--- src/mm4_pkg.sv ---
`timescale 1ns / 1ps
package mm4_pkg;

  localparam int FRAC_BITS        = 16;
  localparam int MAX_ELEMENTS_DEF = 64;
  localparam int IDX_W            = 6;
  localparam int DW               = 32;
  localparam int PW               = 64;
  localparam int IN_TDATA_W       = 104;
  localparam int OUT_TDATA_W      = 72;
  localparam int OUT_PAD          = OUT_TDATA_W - IDX_W - 2 * DW;
  localparam int RND_FULL_SH      = (FRAC_BITS > 0) ? FRAC_BITS - 1 : 0;

  localparam logic [DW-1:0]        STEP_RESET = DW'(64'd1 << FRAC_BITS);
  localparam logic signed [PW-1:0] HALF_RND   = 64'sd1 <<< FRAC_BITS;
  localparam logic signed [PW-1:0] FULL_RND   = 64'sd1 <<< RND_FULL_SH;
  localparam logic signed [PW-1:0] SAT_HI     = 64'sh0000_0000_7FFF_FFFF;
  localparam logic signed [PW-1:0] SAT_LO     = 64'shFFFF_FFFF_8000_0000;
  localparam logic signed [PW-1:0] ONE        = 64'sd1;

  typedef enum logic [1:0] {
    REQ_PASS = 2'd0,
    REQ_HALF = 2'd1,
    REQ_FULL = 2'd2,
    REQ_COMB = 2'd3
  } req_t;

  typedef struct packed {
    req_t                  req_type;
    logic [IDX_W-1:0]      element_index;
    logic signed [DW-1:0]  position;
    logic signed [DW-1:0]  velocity;
    logic signed [DW-1:0]  acceleration;
  } item_t;

  typedef struct packed {
    logic [IDX_W-1:0]      result_index;
    logic signed [DW-1:0]  new_position;
    logic signed [DW-1:0]  new_velocity;
    logic                  full_step_factor;
  } res_t;

  function automatic logic signed [DW-1:0] sat32(input logic signed [PW-1:0] x);
    if (x > SAT_HI) begin
      return 32'sh7FFF_FFFF;
    end else if (x < SAT_LO) begin
      return 32'sh8000_0000;
    end
    return x[DW-1:0];
  endfunction

  // x * H / 2, round to nearest, ties up
  function automatic logic signed [PW-1:0] rnd_half(input logic signed [PW-1:0] x);
    return (x + HALF_RND) >>> (FRAC_BITS + 1);
  endfunction

  // x * H, round to nearest, ties up
  function automatic logic signed [PW-1:0] rnd_full(input logic signed [PW-1:0] x);
    if (FRAC_BITS == 0) begin
      return x;
    end
    return (x + FULL_RND) >>> FRAC_BITS;
  endfunction

  // signed value times unsigned step, exact in 64 bits
  function automatic logic signed [PW-1:0] mul_step(input logic signed [DW-1:0] x,
                                                     input logic [DW-1:0] h);
    logic signed [PW+1:0] m;
    m = $signed({x[DW-1], x}) * $signed({1'b0, h});
    return m[PW-1:0];
  endfunction

endpackage

--- src/mm4_oskid.sv ---
`timescale 1ns / 1ps
module mm4_oskid (
  input  logic          clk,
  input  logic          rst_n,
  input  logic          res_vld,
  input  mm4_pkg::res_t res,
  output logic          en,
  output logic          out_tvalid,
  input  logic          out_tready,
  output mm4_pkg::res_t out_res
);
  import mm4_pkg::*;

  logic out_vld_r, skd_vld_r;
  res_t out_r, skd_r;
  logic take, out_free;

  assign en         = !skd_vld_r;
  assign take       = en && res_vld;
  assign out_free   = !out_vld_r || out_tready;
  assign out_tvalid = out_vld_r;
  assign out_res    = out_r;

  always_ff @(posedge clk) begin
    if (!rst_n) begin
      out_vld_r <= 1'b0;
      skd_vld_r <= 1'b0;
    end else if (out_free) begin
      if (skd_vld_r) begin
        out_vld_r <= 1'b1;
        skd_vld_r <= 1'b0;
      end else begin
        out_vld_r <= take;
      end
    end else if (take) begin
      skd_vld_r <= 1'b1;
    end
  end

  always_ff @(posedge clk) begin
    if (out_free) begin
      out_r <= skd_vld_r ? skd_r : res;
    end else if (take) begin
      // hold the result aside while the output is stalled
      skd_r <= res;
    end
  end

`ifndef NO_ASSERTIONS
  a_skid_needs_out: assert property (@(posedge clk) disable iff (!rst_n)
    skd_vld_r |-> out_vld_r)
    else $error("skid holds a result while output is empty");

  a_skid_fill: assert property (@(posedge clk) disable iff (!rst_n)
    $rose(skd_vld_r) |-> $past(out_vld_r && !out_tready))
    else $error("skid filled without an output stall");

  a_out_hold: assert property (@(posedge clk) disable iff (!rst_n)
    (out_vld_r && !out_tready) |=> (out_vld_r && $stable(out_r)))
    else $error("stalled output transfer changed");
`endif

endmodule

--- config.mk ---
export PLATFORM = sky130hd
export DESIGN_NAME = mm4_oskid
export DESIGN_NICKNAME = d
export VERILOG_FILES = /design/src/mm4_pkg.sv /design/src/mm4_oskid.sv
export SDC_FILE = /design/constraint.sdc
export NUM_CORES = 1
export LEC_CHECK = 0
export ABC_AREA = 0
export BUFFER_PORTS_ARGS = -buffer_cell sky130_fd_sc_hd__buf_2
export CORE_ASPECT_RATIO = 1.4
export CORE_MARGIN = 2
export CORE_UTILIZATION = 35
export CTS_CLUSTER_SIZE = 8
export DETAILED_ROUTE_END_ITERATION = 8
export SYNTH_ARGS = -nofsm -noshare
export SYNTH_HDL_FRONTEND = slang
export SYNTH_SLANG_ARGS = --single-unit
export TNS_END_PERCENT = 10
--- constraint.sdc ---
create_clock -name clk -period 27.2 [get_ports clk]
set_input_delay 2.72 -clock clk [delete_from_list [all_inputs] [get_ports clk]]
set_output_delay 2.72 -clock clk [all_outputs]
set_load 0.03 [all_outputs]
; ---- After elaboration in Yosys (flattened, before gate mapping)
; Cells that the tools add are included.
[classes]
mux = 2
bitwise = 2
reduce_logical = 6
[op_table]
columns = operator, n
row1 = 71-bit two-way mux, 1
row2 = 1-bit logical NOT, 2
row3 = 1-bit inverter, 2
row4 = 2-bit AND reduction, 1
row5 = 2-bit OR reduction, 1
row6 = 1-bit logical AND, 1
row7 = 1-bit logical OR, 1
row8 = 1-bit two-way mux, 1
[word_totals]
regBits = 144
input_bits = 75
output_inout_bits = 73
wordCells = 20

; ---- Depth between registers and ports, before layout
[logic_depth]
word_depth = 4
depth_mapped = 4
mapped_depth_nobuf = 2

; ---- Least setup slack after synthesis
; No wires, ideal clock.
[synth_path]
path_kind = in2reg
from = in out_tready
to = reg skd_r[0] in the netlist's numbering, enable pin
setup_time_ns = 0.602
t_arrival_ns = 9.806
t_required_ns = 26.598
path_slack_ns = 16.793
path_stages = 2
n_path_buf = 0
path_cell_list = nand2b_1 nor3b_1
[synth_via]
elab_chain_cells = 3
[synth_lines]
columns = item, line_no
row1 = start: declaration, mm4_oskid.sv:9  ; input logic out_tready,
row2 = 1-bit logical OR, mm4_oskid.sv:20  ; assign out_free = !out_vld_r || out_tready;
row3 = 1-bit inverter (no line), n/a
row4 = 2-bit AND reduction (no line), n/a
row5 = end signal: assignment, mm4_oskid.sv:45  ; skd_r <= res;
row6 = end: declaration, mm4_oskid.sv:15  ; res_t out_r, skd_r;
; Every way passes these cells.
; A chain may end at the register's enable or synchronous reset.

; ---- Worst setup path in the final report
[layout_path]
from = in out_tready
to = reg skd_r[26] in the netlist's numbering, enable pin
[layout_via]
elab_chain_cells = 3
[layout_lines]
columns = item, line_no
row1 = 1-bit logical OR, mm4_oskid.sv:20
row2 = net out_free, mm4_oskid.sv:16  ; logic take, out_free;
row3 = 1-bit inverter (no line), n/a
row4 = 2-bit AND reduction (no line), n/a
; The timed path passes the listed nets, and every way through them passes these cells.

==> reports/qor_table.md <==
| Quantity | This run |
|:---|:---|
| Pre-CTS worst setup slack | 22.13 ns |
| Detailed Route Iter0 Violations | 101 |
| Seq pwr share | 48.7% |
| Net switching power | 123 uW |
| Count of vias placed by the detailed router | 2660 |
| Number of H-tree branching levels | 4 |
| Required arrival time at the worst endpoint | 27.23 ns |
| Num CTS Buffers | 17 |
| Port bufs | 147 |
| Design internal power | 411 uW |
| Switching Fraction | 23.1% |
| CP Max Fanout | 74 |
| Post-synth top area cell | sky130_fd_sc_hd__edfxtp_1 |
| Power share of the clock group | 42.6% |
| Placed cell area | 6370 um2 |
| Total power density per cell area | 76.8 nW/um2 |
| Largest net degree at the start of global routing | 75 |
| Synthesized area per cell | 23.8 um2 |
| Total standard cell area after synthesis | 5440 um2 |
| Total negative setup slack | 0 ns |
| Synth unique cells | 12 |
| Critical Path AT | 4.59 ns |
| Normalized max-slew margin | 30.3% |
| Final-report setup violation count | 0 |
| Synthesized instance count | 229 |
| Area added between synthesis and finish | 27.7% |
| First-pass DRT Iterations | 4 |
| Worst-Margin Slew | 1.05 ns |
| Post-layout worst setup margin | 22.64 ns |
| Fin area | 6950 um2 |
| Sum of net half-perimeters after detailed placement | 6070 um |
| Post-synthesis sequential element count | 144 |
| Critical path class | input pin to register |
| Post-synthesis share of cell area spent on xor and xnor gates | 0% |
| Post-cts resize count | 0 |
| Cell Count, Final, Fillers Out | 594 |
| Top-Level Pins | 148 |
| Fraction of post-synthesis cell area in the top cell type by area | 78.3% |
| Synth Area in Adders | 0% |
| Worst Setup End Kind | register |
| Outcome | finished clean |
| Net count, final | 464 |
| Post-route minimum period | 4.56 ns |
| Share of power burned in combinational logic | 8.6% |
| Vias in the first global route | 2763 |
| Share of the cycle needed by the critical path after routing | 16.8% |
| GPL Wtd Cong | 0.708 |
| Vertical extent of the die | 152 um |
| Post-CTS Setup Bufs | 0 |
| Number of nets in the synthesized netlist | 304 |
| Max-cap violation count | 0 |
| Peak supply drop | 0.0000330 V |
| Type of element launching the critical path | input pin |
| Fraction of the mapped netlist area in simple logic gates | 0.552% |
| Overflow after GRT | 0 |
| YS warnings | 0 |
| Class of the tightest hold or removal check | register to register |
| Setup repair after global routing missed its margin | no |
| Effective utilization at floorplan | 36.0% |
| Hold-fix buffer count after cts | 0 |
| Leading cell types by total area after synthesis | sky130_fd_sc_hd__edfxtp_1 (78%), sky130_fd_sc_hd__mux2_4 (16%), sky130_fd_sc_hd__mux2_2 (2.9%), sky130_fd_sc_hd__buf_6 (1.4%), sky130_fd_sc_hd__dfxtp_1 (0.74%) |
| Timing-limited maximum frequency | 0.219 GHz |
| Final count of pins violating max slew | 0 |
| Area of the core region | 15100 um2 |
| Clock slew at the register clock pins of the worst setup and hold paths | 0.06 ns |
| Number of cells in the design after placement | 562 |
| Antenna violation net count after detailed routing | 0 |
| Main combinational cell family by area after synthesis | multiplexers |
| Hold WS | 0.548 ns |
| Overall Global Routing Usage | 11.5% |
| Drt total wl | 9540 um |
| Antenna Diode Count | 0 |
| Skew-Pair Late Insertion Delay | 0.41 ns |
| Wire length of the first global-routing pass | 14100 um |
| Clock net sink count | 144 |
| Static Leak | 0.00272 uW |
| Detailed-route DRC error count | 0 |
| Antenna violations before repair | 0 |
| Post-route clock skew | 0.00689 ns |
| Per-cell routed wire length | 16.1 um |
| Clock tree from TritonCTS | built |
| Multiplexer share of the synthesized area | 18.6% |
| Ratio of cells with drive above 1 in the final layout | 63.4% |
| Max Buffers Root-to-Sink | 2 |
| Synthesized-area fraction occupied by ao, oa, aoi and oai cells | 0.138% |
| Sequential fraction of the synthesis area | 79.1% |
| Site Rows | 53 |
| Die Area | 16600 um2 |
| Die Wd | 109 um |
| DR vias/cell | 4.48 |
| Root buffer selected by CTS | sky130_fd_sc_hd__clkbuf_16 |
| Hold Fails Final Rpt | 0 |
==> cell families after synthesis <==
| kind of cell | count (synthesis) |
|---|---|
| compound gates | 1 |
| buf+inv | 9 |
| simple gates | 4 |
| flops | 144 |
| mux | 71 |
==> worst max-delay path, stage by stage <==
cell,delay (ns)
sky130_fd_sc_hd__buf_2,0.09
sky130_fd_sc_hd__nand2b_4,0.62
sky130_fd_sc_hd__nor3b_2,0.36
sky130_fd_sc_hd__buf_4,0.76
==> registers in the layout, summed over array words and instances, names as in the netlist <==
signal / cells
out_tvalid: 1
skd_vld_r: 1
out_res: 71
skd_r: 71
==> synthesized netlist by cell type, drive strengths merged <==
cell type	instances
mux2	71
nor2	1
edfxtp	142
nand2b	1
buf	8
nor3b	2
a21boi	1
inv	1
dfxtp	2
==> per-stage QoR <==
step | util [%] | power [uW]
CTS | 46.0 | 541
global placement | 42.1 | 311
floorplan | - | 295
detailed placement | 42.1 | 312
finish | 46.0 | 534
global route | 46.0 | 554
==> worst paths after layout <==
kind	end	depth (start not counted)	slack, ns	from
worst max-delay path	skd_r[26]$_DFFE_PP_	4	22.64	out_tready
worst max register to register	skd_r[26]$_DFFE_PP_	3	24.74	out_tvalid$_SDFFE_PN0P_
worst min-delay path	out_res[65]$_DFFE_PP_	1	0.55	skd_r[65]$_DFFE_PP_
worst min register to register	out_res[65]$_DFFE_PP_	1	0.55	skd_r[65]$_DFFE_PP_
==> per-layer routing <==
| layer | vias to the layer above | wire length [um] | GRT usage, % | part of all wire, % |
|---|---|---|---|---|
| met2 | 91 | 4880 | 18.7 | 51 |
| met5 | - | 0 | 0 | 0 |
| li1 | 1239 | - | - | - |
| met3 | 9 | 641 | 4.41 | 6.7 |
| met4 | 0 | 181 | 5.44 | 1.9 |
| met1 | 1321 | 3840 | 13.4 | 40 |
==> area by class of cell <==
cell class	instances	area (um2)
sequential	144	4310
multi-input combinational	76	1060
fill	1334	8170
tap	192	240
timing repair buffer	149	751
inverter	1	3.75
clock inverter	14	153
clock buffer	18	429
==> cells in the final DEF, fill, tap and decap left out, types with 4 or more instances in the layout <==
cell	instances
sky130_fd_sc_hd__clkbuf_16	17
sky130_fd_sc_hd__inv_6	6
sky130_fd_sc_hd__buf_2	147
sky130_fd_sc_hd__clkinvlp_4	4
sky130_fd_sc_hd__mux2_2	14
sky130_fd_sc_hd__edfxtp_1	142
sky130_fd_sc_hd__mux2_4	57
==> power by group through the flow <==
stage,sequential [uW],combinational [uW],clock [uW]
floorplan,282,13.0,0
global placement,265,46.1,0
detailed placement,265,46.9,0
CTS,260,47.0,234
global route,261,49.1,244
finish,260,46.1,227
Power figures use the tool's default switching activity.
